## src/rtl/swlpe_pkg.sv

```systemverilog
`default_nettype none
// ----------------------------------------------------------------------------
// swlpe_pkg
// Shared types and constants for the sorted word list prefix encoder.
// ----------------------------------------------------------------------------
package swlpe_pkg;

  typedef logic [7:0] byte_t;

  localparam int unsigned StoreDepth = 256;
  localparam int unsigned AddrW      = $clog2(StoreDepth);

  typedef logic [AddrW-1:0] addr_t;

  localparam byte_t MaxWordLen = 8'd254;
  localparam byte_t SepMax     = 8'd32;
  localparam byte_t EscLimit   = 8'd31;
  localparam byte_t EscCode    = 8'd0;

  localparam int unsigned MaxCodes = 3;

  typedef logic [$clog2(MaxCodes+1)-1:0] cnt_t;

endpackage : swlpe_pkg
`default_nettype wire

```

## src/rtl/sorted_word_list_prefix_encoder_unit.sv

```systemverilog
`default_nettype none
// ----------------------------------------------------------------------------
// sorted_word_list_prefix_encoder_unit
// Front-codes a sorted word list: emits shared prefix length plus one
// (escaped by a zero byte above 31), then the remaining word bytes.
// ----------------------------------------------------------------------------
//  channel   dir  payload                         handshake
//  s_axis    in   tdata[7:0] text_byte            tvalid/tready
//  m_axis    out  tdata[7:0] code_byte,           tvalid/tready
//                 tlast last_of_run
//
//  the word store read and write happen on the accept edge, the compare
//  follows from the registered read in the match stage. bytes that cause
//  one or no code sustain one transfer per cycle while the output is ready;
//  a byte causing several codes stalls the next byte until they are taken.
//  reset clears control state only; the word store needs no clearing.
//  output back-pressure stalls the match stage and then the input.
// ----------------------------------------------------------------------------
module sorted_word_list_prefix_encoder_unit (
  input  wire                  clk_i,
  input  wire                  rst_ni,
  input  wire                  s_axis_tvalid_i,
  output logic                 s_axis_tready_o,
  input  wire  swlpe_pkg::byte_t s_axis_tdata_i,  // [7:0] text_byte
  output logic                 m_axis_tvalid_o,
  input  wire                  m_axis_tready_i,
  output swlpe_pkg::byte_t     m_axis_tdata_o,    // [7:0] code_byte
  output logic                 m_axis_tlast_o     // last_of_run
);
  import swlpe_pkg::*;

  // word store
  byte_t mem [StoreDepth];
  byte_t rd_q;

  // front-end word tracking
  byte_t pos_q, prev_len_q;
  logic  in_word_q;

  // match stage
  logic  s2_v_q, s2_sep_q, s2_start_q, s2_cut_q, s2_lt_q;
  byte_t s2_b_q, s2_p_q;
  logic  sm_q, sm_d;

  // output buffer
  byte_t ob_code_q [MaxCodes];
  cnt_t  ob_rem_q, ob_idx_q;

  byte_t codes [MaxCodes];
  cnt_t  n_codes;

  logic  in_xfer, is_sep, s2_load, s2_go, ob_free;
  byte_t p1, np1;
  logic  lt1, cut1;

  assign is_sep  = s_axis_tdata_i <= SepMax;
  assign p1      = in_word_q ? pos_q : '0;
  assign lt1     = p1 < prev_len_q;
  assign np1     = p1 + 8'd1;
  assign cut1    = np1 >= MaxWordLen;
  assign in_xfer = s_axis_tvalid_i && s_axis_tready_o;
  assign s2_load = in_xfer && (!is_sep || in_word_q);

  assign ob_free = (ob_rem_q == cnt_t'(0)) || ((ob_rem_q == cnt_t'(1)) && m_axis_tready_i);
  assign s2_go   = s2_v_q && ob_free;
  assign s_axis_tready_o = !s2_v_q || s2_go;

  assign m_axis_tvalid_o = ob_rem_q != cnt_t'(0);
  assign m_axis_tdata_o  = ob_code_q[ob_idx_q[1:0]];
  assign m_axis_tlast_o  = ob_rem_q == cnt_t'(1);

  always_ff @(posedge clk_i) begin
    if (in_xfer && !is_sep) begin
      rd_q           <= mem[addr_t'(p1)];
      mem[addr_t'(p1)] <= s_axis_tdata_i;
    end
  end

  always_ff @(posedge clk_i or negedge rst_ni) begin
    if (!rst_ni) begin
      pos_q      <= '0;
      prev_len_q <= '0;
      in_word_q  <= 1'b0;
    end else if (in_xfer) begin
      if (is_sep) begin
        if (in_word_q) begin
          prev_len_q <= pos_q;
          pos_q      <= '0;
          in_word_q  <= 1'b0;
        end
      end else if (cut1) begin
        prev_len_q <= np1;
        pos_q      <= '0;
        in_word_q  <= 1'b0;
      end else begin
        pos_q     <= np1;
        in_word_q <= 1'b1;
      end
    end
  end

  always_ff @(posedge clk_i or negedge rst_ni) begin
    if (!rst_ni) begin
      s2_v_q <= 1'b0;
    end else if (!s2_v_q || s2_go) begin
      s2_v_q <= s2_load;
    end
  end

  always_ff @(posedge clk_i) begin
    if (s2_load) begin
      s2_sep_q   <= is_sep;
      s2_start_q <= !in_word_q;
      s2_cut_q   <= cut1;
      s2_lt_q    <= lt1;
      s2_b_q     <= s_axis_tdata_i;
      s2_p_q     <= is_sep ? pos_q : p1;
    end
  end

  // code list for the item in the match stage
  always_comb begin
    logic  m_eff, m_after, hit;
    byte_t pre, pre2;
    m_eff   = s2_start_q ? 1'b1 : sm_q;
    hit     = s2_lt_q && (rd_q == s2_b_q);
    pre     = s2_p_q + 8'd1;
    pre2    = s2_p_q + 8'd2;
    m_after = m_eff;
    n_codes = '0;
    for (int i = 0; i < MaxCodes; i++) codes[i] = '0;
    if (s2_sep_q) begin
      if (m_eff) begin
        if (s2_p_q > EscLimit) begin
          codes[n_codes[1:0]] = EscCode;
          n_codes = n_codes + cnt_t'(1);
        end
        codes[n_codes[1:0]] = pre;
        n_codes = n_codes + cnt_t'(1);
      end
      m_after = 1'b1;
    end else begin
      if (m_eff && !hit) begin
        if (s2_p_q > EscLimit) begin
          codes[n_codes[1:0]] = EscCode;
          n_codes = n_codes + cnt_t'(1);
        end
        codes[n_codes[1:0]] = pre;
        n_codes = n_codes + cnt_t'(1);
        codes[n_codes[1:0]] = s2_b_q;
        n_codes = n_codes + cnt_t'(1);
        m_after = 1'b0;
      end else if (!m_eff) begin
        codes[n_codes[1:0]] = s2_b_q;
        n_codes = n_codes + cnt_t'(1);
      end
      if (s2_cut_q) begin
        if (m_after) begin
          if (pre > EscLimit) begin
            codes[n_codes[1:0]] = EscCode;
            n_codes = n_codes + cnt_t'(1);
          end
          codes[n_codes[1:0]] = pre2;
          n_codes = n_codes + cnt_t'(1);
        end
        m_after = 1'b1;
      end
    end
    sm_d = m_after;
  end

  always_ff @(posedge clk_i or negedge rst_ni) begin
    if (!rst_ni) begin
      sm_q     <= 1'b1;
      ob_rem_q <= '0;
      ob_idx_q <= '0;
    end else if (s2_go) begin
      sm_q     <= sm_d;
      ob_rem_q <= n_codes;
      ob_idx_q <= '0;
    end else if (m_axis_tvalid_o && m_axis_tready_i) begin
      ob_rem_q <= ob_rem_q - cnt_t'(1);
      ob_idx_q <= ob_idx_q + cnt_t'(1);
    end
  end

  always_ff @(posedge clk_i) begin
    if (s2_go) begin
      for (int i = 0; i < MaxCodes; i++) ob_code_q[i] <= codes[i];
    end
  end

endmodule : sorted_word_list_prefix_encoder_unit
`default_nettype wire

```

## config.mk

```make
export PLATFORM = sky130hd
export DESIGN_NAME = sorted_word_list_prefix_encoder_unit
export DESIGN_NICKNAME = d
export VERILOG_FILES = /design/src/rtl/swlpe_pkg.sv /design/src/rtl/sorted_word_list_prefix_encoder_unit.sv
export SDC_FILE = /design/constraint.sdc
export NUM_CORES = 2
export LEC_CHECK = 0
export BUFFER_PORTS_ARGS = -buffer_cell sky130_fd_sc_hd__clkbuf_2
export CORE_MARGIN = 2
export CORE_UTILIZATION = 57
export CTS_BUF_LIST = sky130_fd_sc_hd__clkbuf_16
export DETAILED_ROUTE_END_ITERATION = 8
export HOLD_SLACK_MARGIN = 0.15
export MAX_ROUTING_LAYER = met4
export PLACE_DENSITY_LB_ADDON = 0.12
export SYNTH_ARGS = -nofsm -noshare
export SYNTH_HDL_FRONTEND = slang
export SYNTH_SLANG_ARGS = --single-unit
```

## constraint.sdc

```tcl
create_clock -name clk_i -period 3.55 [get_ports clk_i]
set_input_delay 0.1775 -clock clk_i [delete_from_list [all_inputs] [get_ports clk_i]]
set_output_delay 0.1775 -clock clk_i [all_outputs]
set_load 0.01 [all_outputs]
```

==> out/metrics.cfg <==
[synth]
ys_types=69
async_flop_share_pct=1.08
yosys_most_used_dff=edfxtp_1
yosys-top-cells-area=edfxtp_1 73%, nand2_1 4.7%, mux2_2 4.5%, a31oi_1 2.6%, o21ai_0 2.1%
synth_edf_count=2100
avgSynthCellArea_um2=14.4
synth-warning-count=0
synth-seq-cells=2123
synth_nets=5974
synthDominantCellAreaShare_pct=73.5
synth-seq-area-share_pct=74.2
syn_area_um2=85800
yosysTopAreaCell=edfxtp_1
synthCells=5943

[finish]
area_growth_pct=13.0
fin_area_um2=96900
multi_input_area_um2=20200
nets=6170
fillers=10800
final_layout_size_suffix_gt1_share_pct=17.0
fin_cells=8330
register_area_um2=63600

[global_route]
use_met3_pct=6.29
grt.total_usage_pct=32.9
grt_pass1_vias=50700
grt_max_degree=165
antenna_found_initial=7
gr-max-usage-layer=met2
met2_usage_pct=48.9
overflow=0
grt_first_pass_wirelength_um=354000
use_met1_pct=46.5

[floorplanning]
pin_count=23
die_x_um=392
core_area_um2=150000
start_util_pct=57.4
die_h_um=392
die-area_um2=154000
rows=142

[worst_setup_path]
worstPathRequired_ns=4.12
worstSetupPathType=flip-flop to flip-flop
end_kind=flip-flop
rr_worst_depth=10
worstReg2RegStart=pos_q[0]
critical_path.startpoint=pos_q[0]
start_kind=flip-flop
critPathMaxFanout=43
worstPathArrival_ns=4.17

[routing]
via_per_inst=6.44
num_vias=53600
ant_nets=0
drtIter0Drc=6901
wl_um=245000
drt-pass1-iter-count=6
wl_per_cell_um=29.4
drc=0

[worst_hold_path]
hold_path.class=input pin to flip-flop
holdPathStages=2
min_from=s_axis_tdata_i[6]

[timing]
whs_ns=0.220
rsz0062_at_grt=true
finalHoldViolations=0
tns_ns=-0.106
skew_ns=0.0468
maxSlewHeadroom_pct=17.1
fmax_ghz=0.277
setup_ws_ns=-0.0585
period_needed_ns=3.61
finalSetupViolCount=4
worst_pin_slew_ns=1.23
period_share_pct=102
finalMaxSlewViolations=0

[cts]
numCtsBuffers=207
clockBufferDepth=3
htreeDepth=4
cts_tree=yes
insertion_delay_ns=0.85
cts.clk_slew.worst_paths_ns=0.06
cts_root_buffer=clkbuf_16
clock-sinks=2123

[placement]
dp.cells=7929
portBuffers=22
gp_congestion=0.914
placed_area_um2=90200
dp_hpwl_um=150000

[run_status]
violations=negative setup slack
status=finished with violations

[power_and_ir_drop]
p_leak_nw=31.3
pwr-share-comb_pct=28.6
power.switching_mw=22.4
clkPwrFrac_pct=30.4
cellPowerDensity_nw_per_um2=714
p_int_mw=46.9
seqPwrFrac_pct=41.0
power_switching_share_pct=32.3
vdd_drop_max_v=0.000547
finalPower_mw=69.2

[flow_run]
max_cap_viol_count=0

==> per-layer routing <==
layer | wire (um) | part of all wire (%)
met4 | 8190 | 3.3
met2 | 113000 | 46
met1 | 98800 | 40
met5 | 0 | 0
met3 | 25700 | 10
==> metrics by stage <==
stage | worst slack, ns | util, %
3_3_place_gp | -0.413 | 60.3
6_report | -0.0585 | 64.8
2_1_floorplan | 0.0601 | -
4_1_cts | -0.0489 | 64.7
5_1_grt | -0.0838 | 64.8
3_5_place_dp | -0.374 | 60.3
==> repair_timing <==
action                                  4_1_cts  5_1_grt
endpoints found under the setup margin        6       16
pin swaps                                     1        1
resized for setup                            12        8
hold buffers                                 13        0
setup buffers                                 0        4
hold endpoints to repair                    536        0
==> sequential cells by signal, summed over array words and instances (netlist names), 2 cells and up <==
register	flops
mem	2048
ob_rem_q	2
pos_q	8
s2_p_q	8
ob_code_q	24
rd_q	8
ob_idx_q	2
s2_b_q	8
prev_len_q	8
==> cells by family after synthesis <==
kind of cell | after synthesis | share of synthesized area (%)
flops | 2123 | 74.2
simple gates | 1720 | 8.49
compound gates | 1224 | 9.21
buf+inv | 455 | 2.66
mux | 377 | 4.95
xor+xnor | 25 | 0.255
fa+ha+maj | 19 | 0.277
==> worst max-delay path, stage by stage (launching register included) <==
cell and delay (ns):
dfrtp_4 0.44, buf_4 0.17, buf_16 0.24, mux2_2 0.38, o21ai_1 0.23, a31oi_1 0.14, nor4_1 0.50, buf_4 0.21
o22ai_1 0.07, or4_4 0.58, a311o_1 0.33
==> synthesized netlist by cell type, types with 16 or more instances <==
| master | n |
|---|---|
| o21ai_1 | 33 |
| ha_1 | 19 |
| xnor2_1 | 16 |
| a211oi_1 | 166 |
| nor4_1 | 92 |
| clkbuf_1 | 148 |
| mux2_2 | 346 |
| nand3_1 | 32 |
| a21oi_1 | 25 |
| o22ai_1 | 58 |
| buf_2 | 199 |
| nor2b_1 | 156 |
| o21ai_0 | 356 |
| nand2_1 | 1083 |
| edfxtp_1 | 2100 |
| a31oi_1 | 355 |
| dfrtp_1 | 22 |
| nor2_1 | 303 |
| inv_1 | 24 |
| a311oi_1 | 149 |
| o41ai_1 | 34 |
| mux2i_1 | 16 |
| buf_4 | 51 |
==> path summary, 6_finish.rpt <==
check / slack, ns / to
setup / recovery: -0.06 / rd_q[3]
hold / removal: 0.22 / mem[243][6]
setup reg to reg: -0.06 / rd_q[3]
hold reg to reg: 0.52 / prev_len_q[3]
max in group asynchronous: 2.85 / pos_q[0]
min in group asynchronous: 0.49 / sm_q
==> power groups by stage <==
stage | clock [mW] | combinational (mW) | sequential, mW
after floorplan | 0 | 11.0 | 28.7
after global placement | 0 | 19.0 | 29.0
after detailed placement | 0 | 19.2 | 29.0
after CTS | 21.2 | 19.3 | 28.4
after global routing | 22.1 | 20.8 | 28.4
final | 21.0 | 19.8 | 28.4
==> final cells by class <==
class | count | area share (%)
sequential | 2123 | 65.6
clock inverter | 171 | 1.25
multi-input combinational | 3365 | 20.8
clock buffer | 209 | 5.39
timing repair buffer | 413 | 4.16
inverter | 29 | 0.146
tap | 2016 | 2.60
antenna | 4 | 0.0103
==> layout by cell type, fill, tap and decap left out, drive strengths merged, types with 13 or more instances in the layout <==
cell / synthesis / layout
a211oi: 166 / 166
a21oi: 25 / 25
a22oi: 13 / 13
a311oi: 149 / 149
a31oi: 355 / 355
buf: 278 / 387
bufinv: 0 / 16
clkbuf: 148 / 223
clkinv: 2 / 96
dfrtp: 22 / 22
edfxtp: 2100 / 2100
ha: 19 / 19
inv: 27 / 86
mux2: 359 / 359
mux2i: 16 / 16
nand2: 1083 / 1083
nand3: 32 / 32
nor2: 303 / 303
nor2b: 156 / 156
nor4: 94 / 94
o21ai: 391 / 391
o22ai: 58 / 58
o41ai: 34 / 34
xnor2: 16 / 16
Power figures use the tool's default switching activity.
